$ cat config.mk
export PLATFORM = sky130hd
export DESIGN_NAME = spead_header_item_extractor_top_flat
export DESIGN_NICKNAME = d
export VERILOG_FILES = /design/src/rtl/core/sphx_pkg.sv /design/src/rtl/core/sphx_if.sv /design/src/rtl/core/sphx_parser.sv /design/src/rtl/core/sphx_out_buf.sv /design/src/rtl/core/spead_header_item_extractor_top.sv /design/src/flat_wrapper.sv
export VERILOG_INCLUDE_DIRS = /design/src /design/src/rtl/core
export SDC_FILE = /design/constraint.sdc
export NUM_CORES = 2
export LEC_CHECK = 0
export BUFFER_PORTS_ARGS = -buffer_cell sky130_fd_sc_hd__buf_4
export CAP_MARGIN = 20
export CELL_PAD_IN_SITES_DETAIL_PLACEMENT = 0
export CELL_PAD_IN_SITES_GLOBAL_PLACEMENT = 1
export CORE_MARGIN = 2
export CORE_UTILIZATION = 50
export CTS_BUF_LIST = sky130_fd_sc_hd__clkbuf_2
export DETAILED_ROUTE_END_ITERATION = 7
export PLACE_DENSITY = 0.91
export SLEW_MARGIN = 25
export SYNTH_ARGS = -nofsm -noshare
export SYNTH_HDL_FRONTEND = slang
export SYNTH_SLANG_ARGS = --single-unit
$ cat constraint.sdc
create_clock -name i_clk -period 16.45 [get_ports i_clk]
set_clock_uncertainty 0.1 [all_clocks]
set_input_delay 3.29 -clock i_clk [delete_from_list [all_inputs] [get_ports i_clk]]
set_output_delay 3.29 -clock i_clk [all_outputs]
set_load 0.005 [all_outputs]
$ cat src/rtl/core/spead_header_item_extractor_top_macros.svh
// ----------------------------------------------------------------------------
// SPEAD header item extractor assertion macros
// Concurrent assertion forms used by the result buffer of the block.
// ----------------------------------------------------------------------------
`ifndef SPEAD_HEADER_ITEM_EXTRACTOR_TOP_MACROS_SVH
`define SPEAD_HEADER_ITEM_EXTRACTOR_TOP_MACROS_SVH

// Condition a implies condition b in the same cycle.
`define SPHX_ASSERT_SAME(label, clk, rst_n, a, b) \
    label: assert property (@(posedge clk) disable iff (!rst_n) (a) |-> (b)) \
        else $error("sphx same-cycle check failed");

// Condition a implies condition b in the next cycle.
`define SPHX_ASSERT_NEXT(label, clk, rst_n, a, b) \
    label: assert property (@(posedge clk) disable iff (!rst_n) (a) |=> (b)) \
        else $error("sphx next-cycle check failed");

`endif

$ cat src/rtl/core/sphx_pkg.sv
// ----------------------------------------------------------------------------
// SPEAD header item extractor package
// Item types, register indexes and constants shared by the block.
// ----------------------------------------------------------------------------
package sphx_pkg;

    localparam int unsigned ID_W    = 23;
    localparam int unsigned VAL_W   = 40;
    localparam int unsigned START_W = 41;
    localparam int unsigned CNT_W   = 16;

    localparam logic [7:0]      MAGIC_BYTE     = 8'h53;
    localparam logic [ID_W-1:0] SIZE_ID_RST    = 23'h000004;
    localparam logic [ID_W-1:0] FRAME_ID_RST   = 23'h001601;
    localparam logic [ID_W-1:0] BAND_ID_RST    = 23'h001700;
    localparam logic [ID_W-1:0] OFFSET_ID_RST  = 23'h001800;
    localparam logic [START_W-1:0] HEADER_BYTES = 41'd8;

    localparam logic [1:0] CFG_SIZE_ID   = 2'd0;
    localparam logic [1:0] CFG_FRAME_ID  = 2'd1;
    localparam logic [1:0] CFG_BAND_ID   = 2'd2;
    localparam logic [1:0] CFG_OFFSET_ID = 2'd3;

    typedef struct packed {
        logic [7:0] packet_byte;
        logic       first_byte;
    } t_in_item;

    typedef struct packed {
        logic               status;
        logic [VAL_W-1:0]   payload_length;
        logic [VAL_W-1:0]   frame_number;
        logic [VAL_W-1:0]   band_mode;
        logic [START_W-1:0] payload_start;
        logic [3:0]         found_mask;
    } t_result;

    typedef struct packed {
        logic    valid;
        t_result res;
    } t_res_push;

endpackage

$ cat src/rtl/core/sphx_if.sv
// ----------------------------------------------------------------------------
// SPEAD header item extractor channel interfaces
// Valid/ready channels for input bytes and for parse results.
// ----------------------------------------------------------------------------
interface sphx_in_if;
    logic              valid;
    logic              ready;
    sphx_pkg::t_in_item data;

    modport source (output valid, output data, input ready);
    modport sink (input valid, input data, output ready);
endinterface

interface sphx_out_if;
    logic             valid;
    logic             ready;
    sphx_pkg::t_result data;

    modport source (output valid, output data, input ready);
    modport sink (input valid, input data, output ready);
endinterface

$ cat src/rtl/core/sphx_parser.sv
// ----------------------------------------------------------------------------
// SPEAD header parser
// Byte-wise header and item decoding with capture of the configured items.
// ----------------------------------------------------------------------------
module sphx_parser (
    input  logic                          i_clk,
    input  logic                          i_rst_n,
    input  logic                          i_cfg_we,
    input  logic [1:0]                    i_cfg_idx,
    input  logic [sphx_pkg::ID_W-1:0]     i_cfg_data,
    input  logic                          i_fire,
    input  sphx_pkg::t_in_item            i_item,
    output sphx_pkg::t_res_push           o_push
);

    localparam logic [1:0] PH_IDLE   = 2'd0;
    localparam logic [1:0] PH_HEADER = 2'd1;
    localparam logic [1:0] PH_ITEMS  = 2'd2;

    logic [1:0]                     r_phase, n_phase;
    logic [2:0]                     r_pos, n_pos;
    logic [sphx_pkg::CNT_W-1:0]     r_total, n_total;
    logic [sphx_pkg::CNT_W-1:0]     r_remain, n_remain;
    logic [sphx_pkg::ID_W-1:0]      r_id, n_id;
    logic [sphx_pkg::VAL_W-1:0]     r_val, n_val;
    logic [sphx_pkg::VAL_W-1:0]     r_len, n_len;
    logic [sphx_pkg::VAL_W-1:0]     r_frame, n_frame;
    logic [sphx_pkg::VAL_W-1:0]     r_band, n_band;
    logic [sphx_pkg::VAL_W-1:0]     r_off, n_off;
    logic [3:0]                     r_seen, n_seen;
    logic [sphx_pkg::ID_W-1:0]      r_size_id, r_frame_id, r_band_id, r_off_id;
    logic                           emit;
    logic                           bad;
    logic [7:0]                     b;

    always_comb begin
        b        = i_item.packet_byte;
        n_phase  = r_phase;
        n_pos    = r_pos;
        n_total  = r_total;
        n_remain = r_remain;
        n_id     = r_id;
        n_val    = r_val;
        n_len    = r_len;
        n_frame  = r_frame;
        n_band   = r_band;
        n_off    = r_off;
        n_seen   = r_seen;
        emit     = 1'b0;
        bad      = 1'b0;
        if (i_fire) begin
            if (i_item.first_byte) begin
                n_pos    = 3'd0;
                n_total  = '0;
                n_remain = '0;
                n_id     = '0;
                n_val    = '0;
                n_len    = '0;
                n_frame  = '0;
                n_band   = '0;
                n_off    = '0;
                n_seen   = '0;
                if (b != sphx_pkg::MAGIC_BYTE) begin
                    n_phase = PH_IDLE;
                    emit    = 1'b1;
                    bad     = 1'b1;
                end else begin
                    n_phase = PH_HEADER;
                    n_pos   = 3'd1;
                end
            end else begin
                case (r_phase)
                    PH_HEADER: begin
                        if (r_pos == 3'd6) begin
                            n_total = {b, 8'h00};
                            n_pos   = 3'd7;
                        end else if (r_pos == 3'd7) begin
                            n_total  = {r_total[15:8], b};
                            n_remain = n_total;
                            n_pos    = 3'd0;
                            if (n_total == '0) begin
                                n_phase = PH_IDLE;
                                emit    = 1'b1;
                            end else begin
                                n_phase = PH_ITEMS;
                            end
                        end else begin
                            n_pos = r_pos + 3'd1;
                        end
                    end
                    PH_ITEMS: begin
                        if (r_pos == 3'd0) begin
                            n_id  = {b[6:0], 16'h0000};
                            n_val = '0;
                        end else if (r_pos <= 3'd2) begin
                            n_id = {r_id[14:0], b};
                        end else begin
                            n_val = {r_val[31:0], b};
                        end
                        if (r_pos == 3'd7) begin
                            if (r_id == r_size_id) begin
                                n_len     = n_val;
                                n_seen[0] = 1'b1;
                            end else if (r_id == r_frame_id) begin
                                n_frame   = n_val;
                                n_seen[1] = 1'b1;
                            end else if (r_id == r_band_id) begin
                                n_band    = n_val;
                                n_seen[2] = 1'b1;
                            end else if (r_id == r_off_id) begin
                                n_off     = n_val;
                                n_seen[3] = 1'b1;
                            end
                            n_pos    = 3'd0;
                            n_remain = r_remain - 16'd1;
                            if (n_remain == '0) begin
                                n_phase = PH_IDLE;
                                emit    = 1'b1;
                            end
                        end else begin
                            n_pos = r_pos + 3'd1;
                        end
                    end
                    default: begin
                    end
                endcase
            end
        end
    end

    always_comb begin
        o_push.valid = emit;
        if (bad) begin
            o_push.res        = '0;
            o_push.res.status = 1'b1;
        end else begin
            o_push.res.status         = 1'b0;
            o_push.res.payload_length = n_len;
            o_push.res.frame_number   = n_frame;
            o_push.res.band_mode      = n_band;
            o_push.res.payload_start  = sphx_pkg::HEADER_BYTES
                                      + {22'd0, n_total, 3'd0}
                                      + {1'b0, n_off};
            o_push.res.found_mask     = n_seen;
        end
    end

    always_ff @(posedge i_clk) begin
        if (!i_rst_n) begin
            r_phase    <= PH_IDLE;
            r_pos      <= '0;
            r_total    <= '0;
            r_remain   <= '0;
            r_id       <= '0;
            r_val      <= '0;
            r_len      <= '0;
            r_frame    <= '0;
            r_band     <= '0;
            r_off      <= '0;
            r_seen     <= '0;
            r_size_id  <= sphx_pkg::SIZE_ID_RST;
            r_frame_id <= sphx_pkg::FRAME_ID_RST;
            r_band_id  <= sphx_pkg::BAND_ID_RST;
            r_off_id   <= sphx_pkg::OFFSET_ID_RST;
        end else begin
            r_phase  <= n_phase;
            r_pos    <= n_pos;
            r_total  <= n_total;
            r_remain <= n_remain;
            r_id     <= n_id;
            r_val    <= n_val;
            r_len    <= n_len;
            r_frame  <= n_frame;
            r_band   <= n_band;
            r_off    <= n_off;
            r_seen   <= n_seen;
            if (i_cfg_we) begin
                case (i_cfg_idx)
                    sphx_pkg::CFG_SIZE_ID:   r_size_id  <= i_cfg_data;
                    sphx_pkg::CFG_FRAME_ID:  r_frame_id <= i_cfg_data;
                    sphx_pkg::CFG_BAND_ID:   r_band_id  <= i_cfg_data;
                    sphx_pkg::CFG_OFFSET_ID: r_off_id   <= i_cfg_data;
                    default: begin
                    end
                endcase
            end
        end
    end

endmodule

$ cat src/rtl/core/sphx_out_buf.sv
// ----------------------------------------------------------------------------
// SPEAD header result buffer
// Two-entry result register that decouples the parser from the output stall.
// ----------------------------------------------------------------------------
`include "spead_header_item_extractor_top_macros.svh"

module sphx_out_buf (
    input  logic                i_clk,
    input  logic                i_rst_n,
    input  sphx_pkg::t_res_push i_push,
    output logic                o_can_push,
    output logic                o_valid,
    input  logic                i_ready,
    output sphx_pkg::t_result   o_data
);

    logic [1:0]        r_cnt, n_cnt;
    sphx_pkg::t_result r_q0, n_q0;
    sphx_pkg::t_result r_q1, n_q1;
    logic              pop;

    assign pop        = (r_cnt != 2'd0) && i_ready;
    assign o_valid    = (r_cnt != 2'd0);
    assign o_data     = r_q0;
    assign o_can_push = (r_cnt != 2'd2);

    always_comb begin
        n_cnt = r_cnt;
        n_q0  = r_q0;
        n_q1  = r_q1;
        if (pop && i_push.valid) begin
            if (r_cnt == 2'd1) begin
                n_q0 = i_push.res;
            end else begin
                n_q0 = r_q1;
                n_q1 = i_push.res;
            end
        end else if (pop) begin
            n_q0  = r_q1;
            n_cnt = r_cnt - 2'd1;
        end else if (i_push.valid) begin
            if (r_cnt == 2'd0) begin
                n_q0 = i_push.res;
            end else begin
                n_q1 = i_push.res;
            end
            n_cnt = r_cnt + 2'd1;
        end
    end

    always_ff @(posedge i_clk) begin
        if (!i_rst_n) begin
            r_cnt <= '0;
        end else begin
            r_cnt <= n_cnt;
        end
        r_q0 <= n_q0;
        r_q1 <= n_q1;
    end

    `SPHX_ASSERT_SAME(a_cnt_range, i_clk, i_rst_n, 1'b1, r_cnt != 2'd3)
    `SPHX_ASSERT_SAME(a_no_push_full, i_clk, i_rst_n, i_push.valid, r_cnt != 2'd2)
    `SPHX_ASSERT_NEXT(a_drain_last, i_clk, i_rst_n, pop && !i_push.valid && r_cnt == 2'd1, r_cnt == 2'd0)

endmodule

$ cat src/rtl/core/spead_header_item_extractor_top.sv
// ----------------------------------------------------------------------------
// SPEAD header item extractor, top level
// Accepts one packet byte per cycle; a result slot registers each result
// with its completing byte. Input ready drops only while both result slots
// are full. Synchronous active-low reset restores the default item IDs.
// ----------------------------------------------------------------------------
module spead_header_item_extractor_top (
    input  logic                      i_clk,
    input  logic                      i_rst_n,
    input  logic                      i_cfg_we,
    input  logic [1:0]                i_cfg_idx,
    input  logic [sphx_pkg::ID_W-1:0] i_cfg_data,
    sphx_in_if.sink                   i_in,
    sphx_out_if.source                o_out
);

    sphx_pkg::t_res_push push;
    logic                can_push;
    logic                fire;

    assign i_in.ready = can_push;
    assign fire       = i_in.valid && can_push;

    sphx_parser u_parser (
        .i_clk      (i_clk),
        .i_rst_n    (i_rst_n),
        .i_cfg_we   (i_cfg_we),
        .i_cfg_idx  (i_cfg_idx),
        .i_cfg_data (i_cfg_data),
        .i_fire     (fire),
        .i_item     (i_in.data),
        .o_push     (push)
    );

    sphx_out_buf u_out_buf (
        .i_clk      (i_clk),
        .i_rst_n    (i_rst_n),
        .i_push     (push),
        .o_can_push (can_push),
        .o_valid    (o_out.valid),
        .i_ready    (o_out.ready),
        .o_data     (o_out.data)
    );

endmodule

$ cat src/flat_wrapper.sv
// flat-port wrapper written by rule: the top's interface ports become plain ports
module spead_header_item_extractor_top_flat 
  (i_clk, i_rst_n, i_cfg_we, i_cfg_idx, i_cfg_data, i_in_valid, i_in_data, i_in_ready, o_out_valid, o_out_data, o_out_ready);
  sphx_in_if i_in_i ();
  sphx_out_if o_out_i ();
  input  logic i_clk;
  input  logic i_rst_n;
  input  logic i_cfg_we;
  input  logic [1:0] i_cfg_idx;
  input  logic [sphx_pkg::ID_W-1:0] i_cfg_data;
  input wire logic [$bits(i_in_i.valid)-1:0] i_in_valid;
  input wire logic [$bits(i_in_i.data)-1:0] i_in_data;
  output wire logic [$bits(i_in_i.ready)-1:0] i_in_ready;
  output wire logic [$bits(o_out_i.valid)-1:0] o_out_valid;
  output wire logic [$bits(o_out_i.data)-1:0] o_out_data;
  input wire logic [$bits(o_out_i.ready)-1:0] o_out_ready;
  assign i_in_i.valid = i_in_valid;
  assign i_in_i.data = i_in_data;
  assign i_in_ready = i_in_i.ready;
  assign o_out_valid = o_out_i.valid;
  assign o_out_data = o_out_i.data;
  assign o_out_i.ready = o_out_ready;
  spead_header_item_extractor_top u_core (.i_clk(i_clk), .i_rst_n(i_rst_n), .i_cfg_we(i_cfg_we), .i_cfg_idx(i_cfg_idx), .i_cfg_data(i_cfg_data), .i_in(i_in_i), .o_out(o_out_i));
endmodule
==> impl_results.md <==
- Number of global-route vias before repair: 22700
- Unrepaired setup endpoints after global routing: false
- Layout Utilization: 56.7%
- Maximum clock rate: 137 MHz
- First drt pass iteration count: 6
- Net total in the final layout: 3203
- Via count: 23500
- Antenna violations before repair: 1
- Yosys reg bits: 690
- Total Die Area: 63100 um^2
- Final routed wire length divided by cell count: 20.6 um
- Area growth, synth to finish: 12.0%
- Detailed Route Iter0 Violations: 2039
- Overall overflow remaining after global route: 0
- Detailed Route WL: 83400 um
- Maximum vdd drop: 106 uV
- Area fraction of the dominant cell type after synthesis: 32.6%
- Outcome: finished clean
- Buffers inserted during post-CTS setup optimization: 0
- Post-layout minimum cycle time: 7.32 ns
- Post-synthesis sequential area ratio: 56.1%
- Critical path origin: i_in_valid
- Vias per cell: 5.80
- Most repeated cell in the gate-level netlist after synthesis: sky130_fd_sc_hd__nand2_1
- Crit path max fanout: 39
- Die Height: 251 um
- Static leakage: 13.1 nW
- Setup violation total in the final timing report: 0
- Clock latency of the later-clocked register in the worst-skew pair: 1.40 ns
- Final count of pins violating max slew: 0
- Input/output buffers: 206
- Critical Setup Path Class: in2reg
- Final hold viol count: 0
- Leading post-synthesis cells by cell area: sky130_fd_sc_hd__edfxtp_1 33%, sky130_fd_sc_hd__dfxtp_1 23%, sky130_fd_sc_hd__nand2_1 5.3%
- Accumulated negative setup slack: 0 ns
- Async set-or-reset flop fraction in the synthesized netlist: 0%
- Max-cap violations: 0
- Reg2Reg Launch Point: u_core.u_parser.r_pos[2]
- Post-route ant nets: 0
- Largest net degree at the start of global routing: 124
- Fill cell instance count of the final layout: 5149
- TritonCTS clock tree: built
- Global router's overall resource usage: 26.0%
- Boundary pin count: 207
- Worst Hold Class: reg2reg
- Overall power of the completed layout: 4.23 mW
- TritonCTS sink count: 690
- Syn. warnings: 0
- Total clock buffers created by CTS: 171
- Global-route wire length before repair: 128000 um
- DP HPWL: 54000 um
- Clock H-tree levels: 4
- Clock edge transition at the registers on the reported setup and hold paths: 0.08 ns
- Placed cell count: 3726
- Fraction of the cycle the final worst path needs: 44.5%
- Final weighted congestion in routability-driven placement: 0.889
- Combined area of all synthesized cells: 30500 um^2
- Placeable core area: 60400 um^2
- Cell count after synthesis: 2922
- EDFF count, synth: 332
- Unique cell type count in the Yosys netlist: 84
- Maximum number of buffers from clock root to sink: 3
- Layout cells sized above 1: 22.1%
- Transition time at the pin with the least slew margin: 1.12 ns
- Area leader, netlist: sky130_fd_sc_hd__edfxtp_1
- Average footprint of a synthesized cell: 10.5 um^2
- Row count: 90
- Die width: 251 um
- Depth of the most critical reg-to-reg path: 20
- Critical path launch point type: primary input
- Worst Setup End Kind: flip-flop
- Slew margin rel.: 25.1%
- Leading register cell type out of synthesis: sky130_fd_sc_hd__dfxtp_1
- Initial cell density of the core: 50.6%
- Top post-synthesis cells by count: 435 x sky130_fd_sc_hd__nand2_1, 358 x sky130_fd_sc_hd__dfxtp_1, 332 x sky130_fd_sc_hd__edfxtp_1
- Power density over cell area: 124 nW/um^2
- Worst path required time: 17.46 ns
- Cell at the root of the clock tree: sky130_fd_sc_hd__clkbuf_2
- Drt drc: 0
- Nets in the synthesized netlist: 3006
- Endpoint of the most critical setup path: u_core.u_out_buf.o_data[35]
- Hold buffers post-CTS: 0
- Post-CTS sizing: 0
- Signal arrival time at the worst endpoint: 8.33 ns
- Reg2reg end: u_core.u_out_buf.o_data[35]
- R2R setup slack: 9.14 ns
- Hold wc startpoint: u_core.u_parser.r_off_id[7]
- Final Instance Count excl. Fillers: 4042
==> state kept, by name, indices dropped and copies added (netlist names) <==
register,cells
u_core.u_parser.r_pos,3
u_core.u_parser.r_val,40
u_core.u_parser.r_frame_id,23
u_core.u_parser.r_total,16
u_core.u_parser.r_off_id,23
u_core.u_parser.r_frame,40
u_core.u_out_buf.r_cnt,2
u_core.u_parser.r_size_id,23
u_core.u_parser.r_len,40
u_core.u_parser.r_band_id,23
u_core.u_parser.r_id,23
u_core.u_parser.r_band,40
u_core.u_out_buf.r_q1,166
u_core.u_out_buf.o_data,166
u_core.u_parser.r_off,40
u_core.u_parser.r_phase,2
u_core.u_parser.r_remain,16
u_core.u_parser.r_seen,4
==> cell usage in the layout (no fill, tap or decap), drive strengths merged, types with 6 or more instances in the layout <==
cell type	count
nand2	435
ha	44
edfxtp	332
o211ai	16
a21oi	194
and2	158
o21a	6
clkbuf	271
a22o	41
mux2i	24
buf	243
clkinv	30
or2	8
a211oi	8
nor3	39
o31a	7
nor2	183
o21ai	163
a21o	6
xor2	74
mux2	135
a22oi	147
nand2b	8
dfxtp	358
or4	10
xnor2	48
o31ai	36
o311a	7
nand4	16
and3	14
nor4	38
nor2b	17
nand3	39
inv	33
==> power by group <==
part	internal, mW	switching [mW]
Clock	0.474	0.705
Combinational	0.359	0.500
Sequential	2.11	0.0852
==> stage by stage <==
stage | instance area (um^2) | hold slack (ns) | setup slack (ns)
finish | 34200 | 0.373 | 9.13
global route | 34200 | 0.380 | 8.60
CTS | 34200 | 0.367 | 9.21
detailed placement | 32500 | 0.353 | 7.93
global placement | 32500 | 0.340 | 8.00
floorplan | 30500 | 0.332 | 7.08
==> metal layers <==
metal,part of all wire (%),track usage [%],routed length (um),up-vias
met3,6.9,5.61,5740,160
met5,0,0,0,-
li1,-,-,-,11000
met2,49,42.8,41100,959
met4,2.9,10.4,2460,0
met1,41,33.4,34100,11400
==> area by class of cell <==
type                       count  area (um^2)  area share, %
clock inverter                41          265          0.775
tap                          782          978           2.86
sequential                   690        17100           50.1
antenna                        2         5.00         0.0146
multi-input combinational   1987        12500           36.5
timing repair buffer         243         1880           5.49
inverter                      26          100          0.293
clock buffer                 271         1360           3.96
==> critical path, cell delays in order <==
cell and delay (ns):
sky130_fd_sc_hd__buf_4 0.10, sky130_fd_sc_hd__nand2_4 0.26, sky130_fd_sc_hd__nor4_4 0.67, sky130_fd_sc_hd__buf_4 0.41
sky130_fd_sc_hd__a22oi_1 0.10, sky130_fd_sc_hd__o21ai_0 0.36, sky130_fd_sc_hd__ha_1 0.31, sky130_fd_sc_hd__ha_1 0.32
sky130_fd_sc_hd__o21a_1 0.21, sky130_fd_sc_hd__a21oi_1 0.19, sky130_fd_sc_hd__o21bai_1 0.13, sky130_fd_sc_hd__a2111oi_0 0.57
sky130_fd_sc_hd__o31ai_1 0.26, sky130_fd_sc_hd__a211o_1 0.37, sky130_fd_sc_hd__nand3_1 0.31, sky130_fd_sc_hd__nor4_1 0.14
sky130_fd_sc_hd__o31ai_1 0.28
==> cells by family after synthesis <==
family | after synthesis | share of synthesized area, %
xor gates and xnor gates | 122 | 3.57
adders and majority gates | 45 | 1.87
and+or+nand+nor | 994 | 15.3
buffers and inverters | 245 | 3.33
DFF | 690 | 56.1
muxes | 159 | 5.77
AOI/OAI and AO/OA | 667 | 14.0
==> worst min path at each step <==
stage	to	cells past startpoint
final	u_core.u_parser.r_off_id[7]	2
after global routing	u_core.u_parser.r_remain[11]	2
after CTS	u_core.u_parser.r_remain[11]	2
after detailed placement	u_core.u_parser.r_remain[11]	2
after global placement	u_core.u_parser.r_remain[11]	2
after floorplan	u_core.u_parser.r_remain[11]	2
Power figures use the tool's default switching activity.
